<file path="src/hdl/attitude_pid_quad_mixer_defines.svh">
// assertion helpers shared by the attitude controller modules
`ifndef ATTITUDE_PID_QUAD_MIXER_DEFINES_SVH
`define ATTITUDE_PID_QUAD_MIXER_DEFINES_SVH

// same-cycle implication, sampled on clock, off during reset
`define ATTPID_ASSERT_NOW(name, ante, cons, msg) \
   name: assert property (@(posedge clock) disable iff (reset) (ante) |-> (cons)) \
      else $error(msg);

// next-cycle implication, sampled on clock, off during reset
`define ATTPID_ASSERT_NEXT(name, ante, cons, msg) \
   name: assert property (@(posedge clock) disable iff (reset) (ante) |=> (cons)) \
      else $error(msg);

`endif

</file>
<file path="src/hdl/attpid_pkg.sv">
`timescale 1ns / 1ps

package attpid_pkg;

   // field widths
   localparam int ANGLE_W  = 15;
   localparam int ERR_W    = 16;
   localparam int THR_W    = 13;
   localparam int CMD_W    = 13;
   localparam int GAIN_W   = 16;
   localparam int ILIM_W   = 20;
   localparam int LIMIT_W  = 12;
   localparam int INTEG_W  = 32;
   localparam int KD_W     = 32;
   localparam int KD_YAW_W = 30;
   localparam int SUM_W    = 52;
   localparam int MIX_W    = 16;
   localparam int CSR_IDX_W  = 3;
   localparam int CSR_DATA_W = 20;

   // fixed-point scaling
   localparam int P_SHIFT   = 16;
   localparam int OUT_SHIFT = 30;
   localparam int YAW_KD_NUM = 13107;

   // half and full turn in 1/64 degree
   localparam logic signed [ERR_W:0] DEG180 = (ERR_W + 1)'(180 * 64);
   localparam logic signed [ERR_W:0] DEG360 = (ERR_W + 1)'(360 * 64);

   // parameter defaults
   localparam int THROTTLE_LIMIT_DEF = 4095;
   localparam int MOTOR_WIDTH_DEF    = 12;

   // register indexes
   localparam logic [CSR_IDX_W-1:0] CSR_GAIN_P        = 3'd0;
   localparam logic [CSR_IDX_W-1:0] CSR_GAIN_I        = 3'd1;
   localparam logic [CSR_IDX_W-1:0] CSR_GAIN_D        = 3'd2;
   localparam logic [CSR_IDX_W-1:0] CSR_INTEG_STEP    = 3'd3;
   localparam logic [CSR_IDX_W-1:0] CSR_INTEG_LIMIT   = 3'd4;
   localparam logic [CSR_IDX_W-1:0] CSR_YAW_CMD_LIMIT = 3'd5;
   localparam logic [CSR_IDX_W-1:0] CSR_TILT_CMD_LIMIT = 3'd6;
   localparam logic [CSR_IDX_W-1:0] CSR_MOTOR_LIMIT   = 3'd7;

   // register reset values
   localparam logic [GAIN_W-1:0]  GAIN_P_RST      = 16'd3840;
   localparam logic [GAIN_W-1:0]  GAIN_I_RST      = 16'd0;
   localparam logic [GAIN_W-1:0]  GAIN_D_RST      = 16'd0;
   localparam logic [GAIN_W-1:0]  INTEG_STEP_RST  = 16'd655;
   localparam logic [ILIM_W-1:0]  INTEG_LIMIT_RST = 20'd65536;
   localparam logic [LIMIT_W-1:0] YAW_LIMIT_RST   = 12'd200;
   localparam logic [LIMIT_W-1:0] TILT_LIMIT_RST  = 12'd400;
   localparam logic [LIMIT_W-1:0] MOTOR_LIMIT_RST = 12'd4095;

   // pipeline depth: five lane stages and the mixer output stage
   localparam int NSTAGE = 6;
   localparam int ST_OUT = NSTAGE - 1;

   // per-stage load strobes from the pipeline control
   typedef struct packed {
      logic s0;
      logic s1;
      logic s2;
      logic s3;
      logic s4;
      logic mix;
   } attpid_load_type;

endpackage

</file>
<file path="src/hdl/attpid_mixer.sv">
`timescale 1ns / 1ps
`include "attitude_pid_quad_mixer_defines.svh"

module attpid_mixer import attpid_pkg::*; #(
   parameter int MOTOR_WIDTH = MOTOR_WIDTH_DEF
) (
   input  logic                       clock,
   input  logic                       reset,
   input  attpid_load_type            ld,
   input  logic signed [CMD_W-1:0]    pitch,
   input  logic signed [CMD_W-1:0]    roll,
   input  logic signed [CMD_W-1:0]    yaw,
   input  logic signed [THR_W-1:0]    thr,
   input  logic        [LIMIT_W-1:0]  motor_limit,
   output logic [MOTOR_WIDTH-1:0]     motor_front_left,
   output logic [MOTOR_WIDTH-1:0]     motor_front_right,
   output logic [MOTOR_WIDTH-1:0]     motor_rear_left,
   output logic [MOTOR_WIDTH-1:0]     motor_rear_right,
   output logic signed [CMD_W-1:0]    pitch_cmd,
   output logic signed [CMD_W-1:0]    roll_cmd,
   output logic signed [CMD_W-1:0]    yaw_cmd
);

   // largest value the motor port can carry
   localparam logic [LIMIT_W-1:0] WIDTH_MAX = (MOTOR_WIDTH >= LIMIT_W)
      ? {LIMIT_W{1'b1}} : LIMIT_W'((1 << MOTOR_WIDTH) - 1);

   function automatic logic [MIX_W-1:0] clamp_motor(
      input logic signed [MIX_W-1:0] v,
      input logic [LIMIT_W-1:0]      top
   );
      logic signed [MIX_W-1:0] top_s;
      logic [MIX_W-1:0]        res;
      top_s = $signed(MIX_W'(top));
      if (v < 0) begin
         res = '0;
      end else if (v > top_s) begin
         res = MIX_W'(top);
      end else begin
         res = v;
      end
      return res;
   endfunction

   // x-frame mix
   logic [LIMIT_W-1:0]      motor_top;
   logic signed [MIX_W-1:0] mix_fl;
   logic signed [MIX_W-1:0] mix_fr;
   logic signed [MIX_W-1:0] mix_rl;
   logic signed [MIX_W-1:0] mix_rr;
   logic [MIX_W-1:0]        fl_in;
   logic [MIX_W-1:0]        fr_in;
   logic [MIX_W-1:0]        rl_in;
   logic [MIX_W-1:0]        rr_in;

   always_comb begin
      motor_top = (motor_limit < WIDTH_MAX) ? motor_limit : WIDTH_MAX;
      mix_fl = MIX_W'(thr) - MIX_W'(yaw) + MIX_W'(roll) + MIX_W'(pitch);
      mix_fr = MIX_W'(thr) + MIX_W'(yaw) - MIX_W'(roll) + MIX_W'(pitch);
      mix_rl = MIX_W'(thr) + MIX_W'(yaw) + MIX_W'(roll) - MIX_W'(pitch);
      mix_rr = MIX_W'(thr) - MIX_W'(yaw) - MIX_W'(roll) - MIX_W'(pitch);
      fl_in  = clamp_motor(mix_fl, motor_top);
      fr_in  = clamp_motor(mix_fr, motor_top);
      rl_in  = clamp_motor(mix_rl, motor_top);
      rr_in  = clamp_motor(mix_rr, motor_top);
   end

   // output register
   always_ff @(posedge clock) begin
      if (ld.mix) begin
         motor_front_left  <= MOTOR_WIDTH'(fl_in);
         motor_front_right <= MOTOR_WIDTH'(fr_in);
         motor_rear_left   <= MOTOR_WIDTH'(rl_in);
         motor_rear_right  <= MOTOR_WIDTH'(rr_in);
         pitch_cmd         <= pitch;
         roll_cmd          <= roll;
         yaw_cmd           <= yaw;
      end
   end

   `ATTPID_ASSERT_NEXT(a_motor_top, ld.mix,
      (motor_front_left <= $past(motor_top)) && (motor_front_right <= $past(motor_top))
      && (motor_rear_left <= $past(motor_top)) && (motor_rear_right <= $past(motor_top)),
      "motor value above its upper clamp")

endmodule

</file>
<file path="config.mk">
export PLATFORM = sky130hd
export DESIGN_NAME = attpid_mixer
export DESIGN_NICKNAME = d
export VERILOG_FILES = /design/src/hdl/attpid_pkg.sv /design/src/hdl/attpid_mixer.sv
export VERILOG_INCLUDE_DIRS = /design/src /design/src/hdl
export SDC_FILE = /design/constraint.sdc
export NUM_CORES = 1
export LEC_CHECK = 0
export ABC_AREA = 1
export BUFFER_PORTS_ARGS = -buffer_cell sky130_fd_sc_hd__buf_4
export CAP_MARGIN = 20
export CORE_ASPECT_RATIO = 0.6
export CORE_MARGIN = 2
export CORE_UTILIZATION = 45
export CTS_CLUSTER_SIZE = 40
export DETAILED_ROUTE_END_ITERATION = 6
export PLACE_DENSITY_LB_ADDON = 0.05
export SLEW_MARGIN = 20
export SYNTH_ARGS = -nofsm -noshare
export SYNTH_HDL_FRONTEND = slang
export SYNTH_SLANG_ARGS = --single-unit
</file>
<file path="constraint.sdc">
create_clock -name clock -period 11.15 [get_ports clock]
set_input_delay 2.23 -clock clock [delete_from_list [all_inputs] [get_ports clock]]
set_output_delay 2.23 -clock clock [all_outputs]
set_load 0.05 [all_outputs]
</file>
==> results.md <==
- Hold crit path type: input pin to register
- CTS tree: yes
- Initial Util: 0.454
- Initial antenna violation count: 0
- Critical path arrival: 7740 ps
- Cell row count: between 40 and 50
- CP max stage cell: fa_1
- Hold path cells: 1
- Vias: about 9000
- Number of distinct standard cells referenced by the synthesized netlist: 43
- Finish-stage setup viols: 0
- Register area: about 2600 um2
- Max clock buf depth: 2
- Leak: between 6 and 7 nW
- Cts bufs inserted: 9
- Mapped Cells: around 1400
- Routed len/inst: around 16 um
- CTS H-tree lvls: 3
- Layout Utilization: 0.527
- Worst stage delay on the critical path: roughly 540 ps
- Worst-Margin Slew: around 730 ps
- GP Congestion: roughly 0.9
- Root buffer cell: clkbuf_16
- Die H: around 120 um
- Clk slew on worst S/H paths: approximately 70 ps
- Max Freq: 0.133 GHz
- Layout cell share with drive strength beyond 1: 0.127
- Number of fill cells in the layout: 2291
- Ys async rst share: 0
- CP most frequent cell: nand2_1
- Fin Setup TNS: 0 ps
- Hold EP: yaw_cmd[5]
- Detail Placement HPWL: about 25000 um
- Min Tclk post-route: 7550 ps
- Slew margin rel.: 0.512
- YS warnings: 0
- VDD IR max: between 0.0002 and 0.00025 V
- N_diodes: 0
- Port bufs: roughly 150
- Synth Register Bits: 87
- Kind of critical path: input pin to register
- Final #Nets: 1778
- Startpoint types: input pin
- Number of global-route vias before repair: ~8500
- Die area: 24400 um2
- Antenna-violating nets left: 0
- Residual DRC: 0
- Drt first pass iters: 5
- Gr ovfl total: 0
- Die width: around 200 um
- CORE AREA: 22900 um2
- Hold path startpoint: yaw[5]
- Ys flop type: edfxtp_1
- Area delta synth->final: 16.1%
- Wirelength, routed: 29600 um
- Total track usage: 0.251
- Initial DRC count: ~900
- Tcrit/Tclk final: 0.677
- Gates resized, CTS repair: 0
- Vias/cell: 4.93
- Max cap viols: 0
- Syn Nets: between 1500 and 2000
- Power Dens Cells: 278 nW/um2
- RSZ-0062 raised after global routing: false
- Seq/Total Area, Yosys: 0.251
- CTS Sinks: 87
- Cell Area, Synth: roughly 10000 um2
- Commonest non-fill, non-tap cells in the layout: 377 x nand2_1, 216 x inv_1, 176 x nor2_1, 153 x buf_4, 136 x ha_1
- First-pass GRT wire length: approximately 47000 um
- Commonest non-fill, non-tap cell in the layout: nand2_1
- Largest net degree at the start of global routing: 60
- Number of setup buffers added after CTS: 0
- Status: finished clean
- Multi-input logic area: roughly 7000 um2
- CP Capture Type: register
- Avg Synthesized Cell Area: 7.61 um2
- Final Hold Viols: 0
- Final Max Slew Viols: 0
- I/O Pins: 159
- EDFF count, synth: 87
- Max FO, Critical Path: 24
- Hold-fix buffers at CTS: 0
- Critical Path RT: 11340 ps
[registers in the layout (all words and copies together), names as in the netlist]
name               count
motor_rear_right      12
yaw_cmd               13
motor_rear_left       12
motor_front_right     12
motor_front_left      12
pitch_cmd             13
roll_cmd              13
[per-stage QoR]
step	cell area, um2	cells	worst slack [ps]	hold WS, ps	total power (W)
floorplan	10400	1369	4450	2330	0.00247
detailed placement	11800	1815	3320	2430	0.00305
CTS	12100	1831	3670	2040	0.00336
finish	12100	1831	3600	2050	0.00336
global placement	11800	1815	3380	2430	0.00303
global route	12100	1831	3100	2040	0.00370
[synthesized netlist by cell type, drive strengths merged, types with 2 or more instances]
| master | n | area share |
|---|---|---|
| nand3b | 5 | 0.0036 |
| xnor2 | 17 | 0.016 |
| nand4 | 5 | 0.0030 |
| nor3 | 14 | 0.0067 |
| nor2 | 177 | 0.064 |
| ha | 136 | 0.16 |
| xor2 | 48 | 0.040 |
| o21a | 7 | 0.0050 |
| nand3 | 58 | 0.029 |
| o21bai | 6 | 0.0043 |
| edfxtp | 87 | 0.25 |
| nand2 | 386 | 0.14 |
| nor3b | 2 | 0.0014 |
| a31oi | 6 | 0.0036 |
| a21o | 5 | 0.0036 |
| o21ai | 31 | 0.016 |
| a211oi | 3 | 0.0022 |
| fa | 59 | 0.11 |
| a21boi | 2 | 0.0014 |
| clkbuf | 11 | 0.0040 |
| buf | 11 | 0.0099 |
| inv | 222 | 0.080 |
| a21oi | 64 | 0.031 |
[cell families (layout without fill, tap and decap cells)]
group,Yosys count,after routing,synth area share
AO/OA/AOI/OAI,127,127,0.0698
XOR/XNOR,65,65,0.0561
adder cells (fa/ha/maj),195,195,0.277
buffers and inverters,245,392,0.0942
flip-flops,87,87,0.251
AND/OR/NAND/NOR,650,650,0.252
[final cells by class]
type                       instances  area share
clock buffer                      10      0.0189
sequential                        87       0.216
clock inverter                     6     0.00362
tap                              315      0.0326
timing repair buffer             153      0.0950
multi-input combinational       1037       0.564
inverter                         223      0.0693
[how the worst max path moves through the flow]
stage / from / end / slack (ps)
2_1_floorplan: thr[0] / motor_rear_right[3] / 4450
3_3_place_gp: yaw[0] / motor_front_left[8] / 3380
3_5_place_dp: yaw[0] / motor_rear_left[0] / 3320
4_1_cts: yaw[0] / motor_rear_left[0] / 3670
5_1_grt: yaw[2] / motor_rear_left[4] / 3100
6_report: yaw[0] / motor_rear_left[0] / 3600
[metal layers]
layer / up-vias / global-route usage / share of wire
li1: 4594 / - / -
met1: 4154 / 0.399 / 0.54
met2: 267 / 0.349 / 0.38
met3: 20 / 0.0447 / 0.067
met4: 0 / 0.0495 / 0.011
met5: - / 0 / 0
[worst max-delay path, delay by kind of cell]
kind,cells,cell delay (ps)
and+or+nand+nor,11,1640
xor gates and xnor gates,2,350
AOI/OAI and AO/OA,5,1040
adders and majority gates,5,1860
buffers and inverters,6,580
[power by group]
part           internal, W  total [W]  switching (W)
Combinational     0.000815    0.00251        0.00170
Clock             0.000152   0.000297       0.000145
Sequential        0.000517   0.000547      0.0000306
Total              0.00148    0.00336        0.00187
No activity file was read; power rests on OpenSTA's default activity.
